--- src/rtl/core/i2crm_pkg.sv ---
package i2crm_pkg;

  localparam int CFG_IDX_W = 1;
  localparam int CFG_DATA_W = 16;

  localparam logic [CFG_IDX_W-1:0] CFG_PHASE_TICKS = 1'd0;
  localparam logic [CFG_IDX_W-1:0] CFG_SECOND_BUS = 1'd1;

  localparam logic [15:0] PHASE_TICKS_RST = 16'd100;
  localparam logic [7:0] SECOND_BUS_RST = 8'hea;

  localparam logic CMD_WRITE = 1'b0;
  localparam logic CMD_READ = 1'b1;

  localparam int IN_DATA_W = 32;
  localparam int OUT_DATA_W = 16;

  // Packed so that the last field sits in the lowest bits.
  typedef struct packed {
    logic [4:0] pad;
    logic       bus1_sda_in;
    logic       bus0_sda_in;
    logic [7:0] write_value;
    logic [7:0] register_address;
    logic [7:0] device_address;
    logic       request_valid;
  } in_data_t;

  typedef struct packed {
    logic     command;
    in_data_t data;
  } item_t;

  typedef struct packed {
    logic [7:0] read_value;
    logic       done_res;
    logic       busy_res;
    logic       bus1_sda_drive;
    logic       bus1_sda;
    logic       bus1_scl;
    logic       bus0_sda_drive;
    logic       bus0_sda;
    logic       bus0_scl;
  } res_t;

  typedef struct packed {
    logic [15:0] phase_ticks;
    logic [7:0]  second_bus_address;
  } cfg_t;

endpackage

--- src/rtl/core/i2crm_engine.sv ---
module i2crm_engine
  import i2crm_pkg::*;
#(
  parameter int PHASE_COUNT_WIDTH = 16,
  parameter int POST_ACK_PHASES = 10
) (
  input  logic  clk,
  input  logic  rst_n,
  input  logic  step,
  input  item_t item,
  input  cfg_t  cfg,
  output res_t  res
);

  localparam int CNT_W = PHASE_COUNT_WIDTH + $clog2(POST_ACK_PHASES + 1);

  typedef enum logic [4:0] {
    ST_IDLE, ST_START_A, ST_START_B, ST_START_C, ST_WB_LOW, ST_WB_DATA, ST_WB_HIGH,
    ST_WB_END, ST_ACK_REL, ST_ACK_HIGH, ST_ACK_CHECK, ST_RD_HIGH, ST_RD_SAMPLE,
    ST_STOP_A, ST_STOP_B, ST_STOP_C, ST_FINISH
  } state_t;

  state_t           state_r, state_nxt;
  logic [CNT_W-1:0] cnt_r, cnt_nxt;
  logic [2:0]       bit_r, bit_nxt;
  logic [1:0]       byte_r, byte_nxt;
  logic [7:0]       shift_r, shift_nxt;
  logic             cmd_r, cmd_nxt;
  logic [7:0]       dev_r, dev_nxt;
  logic [7:0]       reg_r, reg_nxt;
  logic [7:0]       wval_r, wval_nxt;
  logic             bus_r, bus_nxt;
  logic [3:0]       lvl_r, lvl_nxt;
  logic [1:0]       drv_r, drv_nxt;
  logic [7:0]       rdval_r, rdval_nxt;
  res_t             res_r, res_nxt;

  logic [31:0]                  pt_ext;
  logic [PHASE_COUNT_WIDTH-1:0] p_raw;
  logic [CNT_W-1:0]             p_cnt;
  logic [CNT_W-1:0]             p_post;
  logic [CNT_W-1:0]             cnt_dec;
  logic                         act;
  logic                         done_nxt;
  logic [1:0]                   sda_i;
  logic [1:0]                   scl_i;
  logic                         sda_sel;
  logic [7:0]                   rd_shift;

  function automatic logic [7:0] byte_for(input logic [1:0] idx, input logic cmd,
                                          input logic [7:0] dev, input logic [7:0] rga,
                                          input logic [7:0] wv);
    logic [7:0] b;
    case (idx)
      2'd0: b = dev;
      2'd1: b = rga;
      2'd2: b = (cmd == CMD_READ) ? (dev | 8'h01) : wv;
      default: b = 8'h00;
    endcase
    return b;
  endfunction

  assign pt_ext = 32'(cfg.phase_ticks);
  assign p_raw = pt_ext[PHASE_COUNT_WIDTH-1:0];
  assign p_cnt = (p_raw == '0) ? CNT_W'(1) : CNT_W'(p_raw);
  assign p_post = p_cnt * CNT_W'(POST_ACK_PHASES);
  assign cnt_dec = (cnt_r != '0) ? (cnt_r - CNT_W'(1)) : cnt_r;

  always_comb begin
    state_nxt = state_r;
    cnt_nxt = cnt_r;
    bit_nxt = bit_r;
    byte_nxt = byte_r;
    shift_nxt = shift_r;
    cmd_nxt = cmd_r;
    dev_nxt = dev_r;
    reg_nxt = reg_r;
    wval_nxt = wval_r;
    bus_nxt = bus_r;
    lvl_nxt = lvl_r;
    drv_nxt = drv_r;
    rdval_nxt = rdval_r;
    done_nxt = 1'b0;
    act = 1'b0;

    if (state_r == ST_IDLE) begin
      if (item.data.request_valid) begin
        cmd_nxt = item.command;
        dev_nxt = item.data.device_address;
        reg_nxt = item.data.register_address;
        wval_nxt = item.data.write_value;
        bus_nxt = (item.data.device_address == cfg.second_bus_address);
        byte_nxt = 2'd0;
        state_nxt = ST_START_A;
        act = 1'b1;
      end
    end else begin
      cnt_nxt = cnt_dec;
      act = (cnt_dec == '0);
    end

    sda_i = {bus_nxt, 1'b0};
    scl_i = {bus_nxt, 1'b1};
    sda_sel = bus_nxt ? item.data.bus1_sda_in : item.data.bus0_sda_in;
    rd_shift = {shift_r[6:0], sda_sel};

    if (act) begin
      cnt_nxt = p_cnt;
      case (state_nxt)
        ST_START_A: begin
          lvl_nxt[sda_i] = 1'b1;
          lvl_nxt[scl_i] = 1'b1;
          drv_nxt[bus_nxt] = 1'b1;
          state_nxt = ST_START_B;
        end
        ST_START_B: begin
          lvl_nxt[sda_i] = 1'b1;
          state_nxt = ST_START_C;
        end
        ST_START_C: begin
          lvl_nxt[sda_i] = 1'b0;
          bit_nxt = 3'd7;
          shift_nxt = byte_for(byte_nxt, cmd_nxt, dev_nxt, reg_nxt, wval_nxt);
          state_nxt = ST_WB_LOW;
        end
        ST_WB_LOW: begin
          drv_nxt[bus_nxt] = 1'b1;
          lvl_nxt[scl_i] = 1'b0;
          state_nxt = ST_WB_DATA;
        end
        ST_WB_DATA: begin
          lvl_nxt[sda_i] = shift_r[bit_r];
          state_nxt = ST_WB_HIGH;
        end
        ST_WB_HIGH: begin
          lvl_nxt[scl_i] = 1'b1;
          if (bit_r == 3'd0) begin
            state_nxt = ST_WB_END;
          end else begin
            bit_nxt = bit_r - 3'd1;
            state_nxt = ST_WB_LOW;
          end
        end
        ST_WB_END: begin
          lvl_nxt[scl_i] = 1'b0;
          state_nxt = ST_ACK_REL;
        end
        ST_ACK_REL: begin
          drv_nxt[bus_nxt] = 1'b0;
          state_nxt = ST_ACK_HIGH;
        end
        ST_ACK_HIGH: begin
          lvl_nxt[scl_i] = 1'b1;
          state_nxt = ST_ACK_CHECK;
        end
        ST_ACK_CHECK: begin
          if (!sda_sel) begin
            lvl_nxt[scl_i] = 1'b0;
            cnt_nxt = p_post;
            if (byte_r >= 2'd2) begin
              if (cmd_r == CMD_READ) begin
                shift_nxt = 8'h00;
                bit_nxt = 3'd7;
                state_nxt = ST_RD_HIGH;
              end else begin
                state_nxt = ST_STOP_A;
              end
            end else if (cmd_r == CMD_READ && byte_r == 2'd1) begin
              byte_nxt = 2'd2;
              state_nxt = ST_START_A;
            end else begin
              byte_nxt = byte_r + 2'd1;
              bit_nxt = 3'd7;
              shift_nxt = byte_for(byte_r + 2'd1, cmd_r, dev_r, reg_r, wval_r);
              state_nxt = ST_WB_LOW;
            end
          end
        end
        ST_RD_HIGH: begin
          drv_nxt[bus_nxt] = 1'b0;
          lvl_nxt[scl_i] = 1'b1;
          state_nxt = ST_RD_SAMPLE;
        end
        ST_RD_SAMPLE: begin
          shift_nxt = rd_shift;
          lvl_nxt[scl_i] = 1'b0;
          if (bit_r == 3'd0) begin
            rdval_nxt = rd_shift;
            state_nxt = ST_STOP_A;
          end else begin
            bit_nxt = bit_r - 3'd1;
            state_nxt = ST_RD_HIGH;
          end
        end
        ST_STOP_A: begin
          drv_nxt[bus_nxt] = 1'b1;
          lvl_nxt[scl_i] = 1'b1;
          state_nxt = ST_STOP_B;
        end
        ST_STOP_B: begin
          lvl_nxt[sda_i] = 1'b0;
          state_nxt = ST_STOP_C;
        end
        ST_STOP_C: begin
          lvl_nxt[sda_i] = 1'b1;
          state_nxt = ST_FINISH;
        end
        default: begin
          cnt_nxt = '0;
          state_nxt = ST_IDLE;
          done_nxt = 1'b1;
        end
      endcase
    end

    res_nxt.bus0_scl = lvl_nxt[1];
    res_nxt.bus0_sda = lvl_nxt[0];
    res_nxt.bus0_sda_drive = drv_nxt[0];
    res_nxt.bus1_scl = lvl_nxt[3];
    res_nxt.bus1_sda = lvl_nxt[2];
    res_nxt.bus1_sda_drive = drv_nxt[1];
    res_nxt.busy_res = (state_nxt != ST_IDLE);
    res_nxt.done_res = done_nxt;
    res_nxt.read_value = rdval_nxt;
  end

  always_ff @(posedge clk) begin
    if (!rst_n) begin
      state_r <= ST_IDLE;
      cnt_r <= '0;
      bit_r <= 3'd7;
      byte_r <= 2'd0;
      shift_r <= 8'h00;
      cmd_r <= 1'b0;
      dev_r <= 8'h00;
      reg_r <= 8'h00;
      wval_r <= 8'h00;
      bus_r <= 1'b0;
      lvl_r <= 4'h0;
      drv_r <= 2'b00;
      rdval_r <= 8'h00;
    end else if (step) begin
      state_r <= state_nxt;
      cnt_r <= cnt_nxt;
      bit_r <= bit_nxt;
      byte_r <= byte_nxt;
      shift_r <= shift_nxt;
      cmd_r <= cmd_nxt;
      dev_r <= dev_nxt;
      reg_r <= reg_nxt;
      wval_r <= wval_nxt;
      bus_r <= bus_nxt;
      lvl_r <= lvl_nxt;
      drv_r <= drv_nxt;
      rdval_r <= rdval_nxt;
    end
    if (step) begin
      res_r <= res_nxt;
    end
  end

  assign res = res_r;

endmodule

--- src/rtl/core/i2c_register_master_top.sv ---
// Channel | Direction | Ports                          | Contents
// in      | slave     | in_tvalid in_tready in_tdata   | one timing tick with optional request
//         |           | in_tuser                       | command (0 write, 1 read)
// out     | master    | out_tvalid out_tready out_tdata| pin levels, status, read byte
// cfg     | write     | cfg_we cfg_addr cfg_wdata      | phase_ticks, second_bus_address
//
// One item is accepted per cycle while the result is not stalled; each item passes through
// the input register and then the result register, which sit around the tick logic.
// Reset is synchronous and active low; the bus engine comes up idle with its levels low.
// A stalled result holds the result register and backs up through the input register.
module i2c_register_master_top
  import i2crm_pkg::*;
#(
  parameter int PHASE_COUNT_WIDTH = 16,
  parameter int POST_ACK_PHASES = 10
) (
  input  logic                  clk,
  input  logic                  rst_n,
  input  logic                  in_tvalid,
  output logic                  in_tready,
  // request_valid, device_address, register_address, write_value, bus0_sda_in,
  // bus1_sda_in, zero fill
  input  logic [IN_DATA_W-1:0]  in_tdata,
  // command
  input  logic                  in_tuser,
  output logic                  out_tvalid,
  input  logic                  out_tready,
  // bus0_scl, bus0_sda, bus0_sda_drive, bus1_scl, bus1_sda, bus1_sda_drive,
  // busy_res, done_res, read_value
  output logic [OUT_DATA_W-1:0] out_tdata,
  input  logic                  cfg_we,
  input  logic [CFG_IDX_W-1:0]  cfg_addr,
  input  logic [CFG_DATA_W-1:0] cfg_wdata
);

  logic  s1_valid_r;
  item_t s1_item_r;
  logic  out_valid_r;
  logic  step;
  logic  in_acc;
  cfg_t  cfg_r;
  res_t  res;

  assign step = s1_valid_r && (!out_valid_r || out_tready);
  assign in_tready = !s1_valid_r || step;
  assign in_acc = in_tvalid && in_tready;

  always_ff @(posedge clk) begin
    if (!rst_n) begin
      s1_valid_r <= 1'b0;
      out_valid_r <= 1'b0;
      cfg_r.phase_ticks <= PHASE_TICKS_RST;
      cfg_r.second_bus_address <= SECOND_BUS_RST;
    end else begin
      if (in_acc) begin
        s1_valid_r <= 1'b1;
      end else if (step) begin
        s1_valid_r <= 1'b0;
      end
      if (step) begin
        out_valid_r <= 1'b1;
      end else if (out_tready) begin
        out_valid_r <= 1'b0;
      end
      if (cfg_we) begin
        case (cfg_addr)
          CFG_PHASE_TICKS: cfg_r.phase_ticks <= cfg_wdata;
          CFG_SECOND_BUS: cfg_r.second_bus_address <= cfg_wdata[7:0];
          default: ;
        endcase
      end
    end
    if (in_acc) begin
      s1_item_r.command <= in_tuser;
      s1_item_r.data <= in_data_t'(in_tdata);
    end
  end

  i2crm_engine #(
    .PHASE_COUNT_WIDTH(PHASE_COUNT_WIDTH),
    .POST_ACK_PHASES(POST_ACK_PHASES)
  ) u_engine (
    .clk  (clk),
    .rst_n(rst_n),
    .step (step),
    .item (s1_item_r),
    .cfg  (cfg_r),
    .res  (res)
  );

  assign out_tvalid = out_valid_r;
  assign out_tdata = res;

  a_step_gives_result: assert property (@(posedge clk) disable iff (!rst_n)
    step |=> out_tvalid)
    else $error("processed item did not produce a result");

  a_stage_holds: assert property (@(posedge clk) disable iff (!rst_n)
    (s1_valid_r && !step) |=> (s1_valid_r && $stable(s1_item_r)))
    else $error("input register lost a waiting item");

  a_done_not_busy: assert property (@(posedge clk) disable iff (!rst_n)
    (out_tvalid && res.done_res) |-> !res.busy_res)
    else $error("done reported while still busy");

endmodule
--- config.mk ---
export PLATFORM = sky130hd
export DESIGN_NAME = i2c_register_master_top
export DESIGN_NICKNAME = d
export VERILOG_FILES = /design/src/rtl/core/i2crm_pkg.sv /design/src/rtl/core/i2crm_engine.sv /design/src/rtl/core/i2c_register_master_top.sv
export SDC_FILE = /design/constraint.sdc
export NUM_CORES = 1
export LEC_CHECK = 0
export BUFFER_PORTS_ARGS = -buffer_cell sky130_fd_sc_hd__buf_2
export CORE_MARGIN = 2
export CORE_UTILIZATION = 60
export CTS_CLUSTER_SIZE = 30
export DETAILED_ROUTE_END_ITERATION = 16
export PLACE_DENSITY_LB_ADDON = 0.08
export RECOVER_POWER = 25
export SYNTH_ARGS = -nofsm -noshare
export SYNTH_HDL_FRONTEND = slang
export SYNTH_SLANG_ARGS = --single-unit
--- constraint.sdc ---
create_clock -name clk -period 4.3 [get_ports clk]
set_clock_uncertainty 0.05 [all_clocks]
set_input_delay 0.645 -clock clk [delete_from_list [all_inputs] [get_ports clk]]
set_output_delay 0.645 -clock clk [all_outputs]
set_load 0.01 [all_outputs]
* Word-level counts from Yosys, hierarchy flattened *
Cells that the tools add are included.

cells by class
  $add $sub $neg = 3
  $mul = 1
  $lt $le $gt $ge = 8
  eq/ne operators = 26
  muxes and demuxes = 73
  bitwise gates (word level) = 11
  reductions and logical operators = 36

operator list
  cell                   number
  $mux 8                 15
  $mux 20                4
  $pmux 5 s15            1
  $pmux 8 s3             3
  $eq 5x4->1 const B     8
  $pmux 20 s2            1
  $pmux 4 s7             1
  $mux 5                 5
  $mux 3                 8
  $eq 5x3->1 const B     4
  $logic_not 20->1       1
  $mul 20x3->19 const B  1
  $reduce_bool 20->1     1
  $sub 20x1->20 const B  1
  $mux 2                 9
  $logic_not 16->1       1
  $mux 1                 16
  $mux 16                1
  $reduce_or 15->1       1
  $reduce_or 14->1       1
  $eq 5x2->1 const B     2
  $pmux 3 s3             1
  $and 4x4->4            2
  $eq 8x8->1             1
  other kinds (42)       69

word-level totals
  flip-flop bits (word level) = 148
  input bits = 55
  output and inout bits = 18
  logic and storage cells = 191

* Longest topological paths before layout *
  word-level depth = 12
  mapped depth = 15
  gate-level depth less buffers = 15

* Cells and area by module *
Synthesis repeated with hierarchy kept, for this count alone.

second synthesis, totals
  cell total of the unflattened synthesis = 1037
  area, all modules = 9044.9 um^2

by module, submodules not included
  module                   times used  cells each  area each (um^2)  seq. area each (um^2)
  i2crm_engine             1           889         6982.9            2042.0
  i2c_register_master_top  1           148         2062.0            1511.4

* Least setup slack after synthesis *
No wires, ideal clock.

  path kind = flip-flop to flip-flop
  start point = register u_engine.cnt_r[0]
  end point = register u_engine.res_r, in the netlist u_engine.res[10], data pin
  library setup time = 0.260 ns
  data arrival time = 3.210 ns
  required time = 3.990 ns
  path slack = 0.780 ns
  stages on the path, launching flop included = 12
  path buffers = 1
  clock period less this slack = 3.520 ns
  cells stage by stage = dfxtp_1 > inv_1 > ha_1 > or4b_2 > nor4_1 > mux2i_1 > nand3_1 > or4_1 > buf_6 > nor2_8 > nand2_1 > mux2_2

on the way
  cells in the longest elaborated chain, start to end = 5
  elaborated cells between the ends (all ways) = 6
  those cells by class = add/sub (1); mux (3); reduce/logical (2)

ends and longest elaborated chain
  item                                                 RTL line             RTL
  from (decl)                                          i2crm_engine.sv:24   logic [CNT_W-1:0] cnt_r, cnt_nxt;
  from (signal assigned)                               i2crm_engine.sv:244  cnt_r <= cnt_nxt;
  $sub 20x1->20 or $reduce_bool 20->1 (tied branches)  i2crm_engine.sv:67   assign cnt_dec = (cnt_r != '0) ? (cnt_r - CNT_W'(1)) : cnt_r;
  $mux 20 (*)                                          i2crm_engine.sv:67
  $logic_not 20->1 (*)                                 i2crm_engine.sv:99   act = (cnt_dec == '0);
  $mux 1 (*)                                           i2crm_engine.sv:86   if (state_r == ST_IDLE) begin
  $mux 8 (*)                                           i2crm_engine.sv:107  if (act) begin
  net u_engine.rdval_nxt[2]                            i2crm_engine.sv:35   logic [7:0] rdval_r, rdval_nxt;
  to (signal assigned)                                 i2crm_engine.sv:258  res_r <= res_nxt;
  to (decl)                                            i2crm_engine.sv:36   res_t res_r, res_nxt;

Mark *: on every way through the listed nets, which the timed path passes. The rest lies on a longest branch.
A chain may end at the register's enable or synchronous reset.

* Final worst setup path *
  start point = register u_engine.cnt_r[0]
  end point = register u_engine.shift_r[0]

on the way
  cells in the longest elaborated chain, start to end = 5
  elaborated cells between the ends (all ways) = 6
  those cells by class = add/sub (1); mux (2); reduce/logical (3)

ends and longest elaborated chain
  item                                                 RTL line             RTL
  $sub 20x1->20 or $reduce_bool 20->1 (tied branches)  i2crm_engine.sv:67
  $mux 20 (*)                                          i2crm_engine.sv:67
  $logic_not 20->1 (*)                                 i2crm_engine.sv:99
  $mux 1 (*)                                           i2crm_engine.sv:86
  $reduce_and 6->1 (no line) (*)                       --
  to (signal assigned)                                 i2crm_engine.sv:247  shift_r <= shift_nxt;
  to (decl)                                            i2crm_engine.sv:27   logic [7:0] shift_r, shift_nxt;

Every way passes the cells marked *; elsewhere a longest branch is shown, timed or not.

==> results.cfg <==
[sta]
rsz0062_at_grt = false
setup_tns_ns = 0
finalSetupViolCount = 0
slew_viol_final = 72
hold_viol = 0
relSlewSlack_pct = -12.21
fmax_mhz = 249.6
worst_slack_ns = 0.2929
worst_pin_slew_ns = 1.683
period_share_pct = 93.19
fin_crit_ns = 4.007

[min_path]
hold_path_end = s1_item_r[11]$_DFFE_PP_
min_path_cells = 1
hold_class = input pin to flop
hp-start = in_tdata[11]

[synthesis]
synth_top_family_by_area = simple AND/OR/NAND/NOR gates
synth-xor-area-share_pct = 2.263
synth_largest_area_cell = dfxtp_1
ys_seq_area_share_pct = 38.23
syn_area_per_cell_um2 = 8.328
synthAdderAreaFrac_pct = 5.285
synth_mux_area_share_pct = 4.118
ys.flop_type = dfxtp_1
synth-compound-area-share_pct = 21.63
ys_top_cells_by_area = dfxtp_1 (23%), edfxtp_1 (15%), nand2_1 (7.3%), a21oi_1 (5.8%), ha_1 (5.1%)
synth_fp_nets = 1161
yosys.area.top_type_share_pct = 23.39
synth_simple_gate_area_share_pct = 23.29
netlist_area_mm2 = 0.008902
yosysWarnings = 0
synth_seq_cells = 148
synth_enable_flop_cells = 44
netlist_instances = 1069
synthArstFlopShare_pct = 0
yosys.cell_types.count = 83

[clocking]
clkLatencyLatePin_ns = 0.44
path_clk_slew_ns = 0.07
clockBufferDepth = 2
htree_levels = 4
ctsResizeCount = 0
cts-buffers-inserted = 17
postCtsSetupBuffers = 0
cts_tree = done
root_buffer = clkbuf_16
postCtsHoldBufs = 0
clock-sinks = 148

[layout]
mostFrequentLayoutCell = nand2_1
antennaDiodeCount = 0
regArea_mm2 = 0.003403
nNetsFinal = 1188
multi_input_area_mm2 = 0.005040
fillers = 1251
drive_gt1_share_pct = 14.43
final_cell_mix = nand2_1 (172), a21oi_1 (104), dfxtp_1 (104)
syn_to_final_growth_pct = 11.36

[grt]
first_global_vias = 7649
gr-usage-all-layers_pct = 30.53
grt_start_max_net_pins = 44
antenna_found_initial = 0
grt_overflow = 0
grt_pass1_wl_um = 39430

[placement]
dpl.hpwl_um = 16900
routabilityCongestion = 0.9423
io_buffers = 67
post-place-ws_ns = 0.3593

[routing]
drc = 0
wire_per_inst_um = 18.66
drt-initial-drc-count = 892
ant_nets = 0
wl_um = 24130
dr.pass1.iters = 7
routed-via-count = 8391
viasPerCell = 6.490

[job]
cap_violations = 2

[floorplanning]
core_mm2 = 0.01453
num_io_pins = 73
dieArea_mm2 = 0.01583
rows = 44
die_w_um = 125.8
die_y_um = 125.8
start_util_pct = 61.25

[worst_setup_path]
crit_fanout = 14
reg2reg_slack_ns = 0.29
r2r_cells = 12
cp-start-kind = flop
crit_type = flop to flop
cp.arrival_ns = 4.28
crit_path_end_kind = flop
r2r_end = u_engine.shift_r[0]$_SDFFE_PN0P_
worst-endpoint-required_ns = 4.57
regToRegStartpoint = u_engine.cnt_r[0]$_SDFFE_PN0P_

[outcome]
violations = max-capacitance violations, max-slew violations
status = finished with violations

[power_and_ir_drop]
cellLeakagePower_uw = 0.003803
ir_worst_vdd_v = 0.0003031
powerDensity_mw_per_mm2 = 385.7
logic make-up (layout without fill, tap and decap cells):
group           after synthesis  count (layout)
simple gates                421             421
xor+xnor                     23              23
compound gates              295             295
flops                       148             148
buf+inv                     112             152
mux                          33              33
fa+ha+maj                    37              37
how the worst max path moves through the flow:
stage / from / end / depth (start not counted)
2_1_floorplan: u_engine.cnt_r[0]$_SDFFE_PN0P_ / u_engine.res[10]$_DFFE_PP_ / 11
3_3_place_gp: u_engine.cnt_r[0]$_SDFFE_PN0P_ / u_engine.shift_r[0]$_SDFFE_PN0P_ / 11
3_5_place_dp: u_engine.cnt_r[0]$_SDFFE_PN0P_ / u_engine.shift_r[0]$_SDFFE_PN0P_ / 12
4_1_cts: u_engine.cnt_r[0]$_SDFFE_PN0P_ / u_engine.shift_r[0]$_SDFFE_PN0P_ / 12
5_1_grt: u_engine.cnt_r[0]$_SDFFE_PN0P_ / u_engine.shift_r[7]$_SDFFE_PN0P_ / 12
6_report: u_engine.cnt_r[0]$_SDFFE_PN0P_ / u_engine.shift_r[0]$_SDFFE_PN0P_ / 12
report_power, final:
part           switching [µW]  internal [µW]
logic                     480            282
clock network             709            787
registers                64.9           1500
total                    1250           2570
worst max-delay path, cell delays in order, from the launching register on:
cell	delay, ns
dfxtp_1	0.38
inv_1	0.11
ha_1	0.25
or4b_2	0.67
nor4_1	0.35
mux2i_1	0.27
nand3_1	0.11
or4_1	0.48
buf_4	0.21
o21ai_4	0.39
buf_4	0.27
a21oi_1	0.09
a311oi_1	0.24
cell usage after synthesis (6+ instances only):
cell	number
a211oi_1	13
a21o_1	7
a21oi_1	104
a221oi_1	6
a222oi_1	7
a31oi_1	21
and3_1	8
buf_1	7
buf_2	9
clkbuf_1	66
dfxtp_1	104
edfxtp_1	44
ha_1	36
inv_1	25
mux2_2	9
mux2i_1	22
nand2_1	172
nand2b_1	10
nand3_1	43
nand4_1	16
nor2_1	62
nor2b_1	8
nor3_1	35
nor4_1	16
o211ai_1	7
o21a_1	6
o21ai_0	48
o21ai_1	6
o31ai_1	14
or3_1	8
or4_1	7
xnor2_1	19
state kept, by name, indices dropped and copies added, names as in the netlist, 2 cells and up:
| name | cells |
|---|---|
| u_engine.state_r | 5 |
| u_engine.rdval_r | 8 |
| u_engine.cnt_r | 20 |
| u_engine.shift_r | 8 |
| s1_item_r | 28 |
| cfg_r | 24 |
| u_engine.dev_r | 8 |
| u_engine.res | 16 |
| u_engine.wval_r | 8 |
| u_engine.bit_r | 3 |
| u_engine.byte_r | 2 |
| u_engine.drv_r | 2 |
| u_engine.reg_r | 8 |
| u_engine.lvl_r | 4 |
cell type report:
| cell class | instances | share of cell area [%] |
|---|---|---|
| inverters | 25 | 0.9466 |
| repair buffers | 95 | 5.452 |
| well taps | 184 | 2.322 |
| flip-flops and latches | 148 | 34.33 |
| clock buffers | 17 | 4.291 |
| multi-input cells | 809 | 50.84 |
| clock inverters | 15 | 1.817 |
per-stage QoR:
stage	util, %	std cells	power (µW)	instance area [µm²]	hold slack (ns)
after floorplan	-	1069	2127	8902	0.3825
after global placement	64.08	1261	2335	9313	0.3916
after detailed placement	64.08	1261	2336	9313	0.4013
after CTS	68.24	1293	3811	9918	0.3224
after global routing	68.21	1293	3968	9913	0.3218
final	68.21	1293	3823	9913	0.3262
routing by layer:
layer  vias up  share of wire, %  global-route usage, %
met5         -                 0                      0
met4         0               1.5                  9.050
met3        43               8.3                  6.202
met2       392                45                  46.61
met1      3946                45                  44.10
li1       4010                 -                      -
No activity file was read; power rests on OpenSTA's default activity.
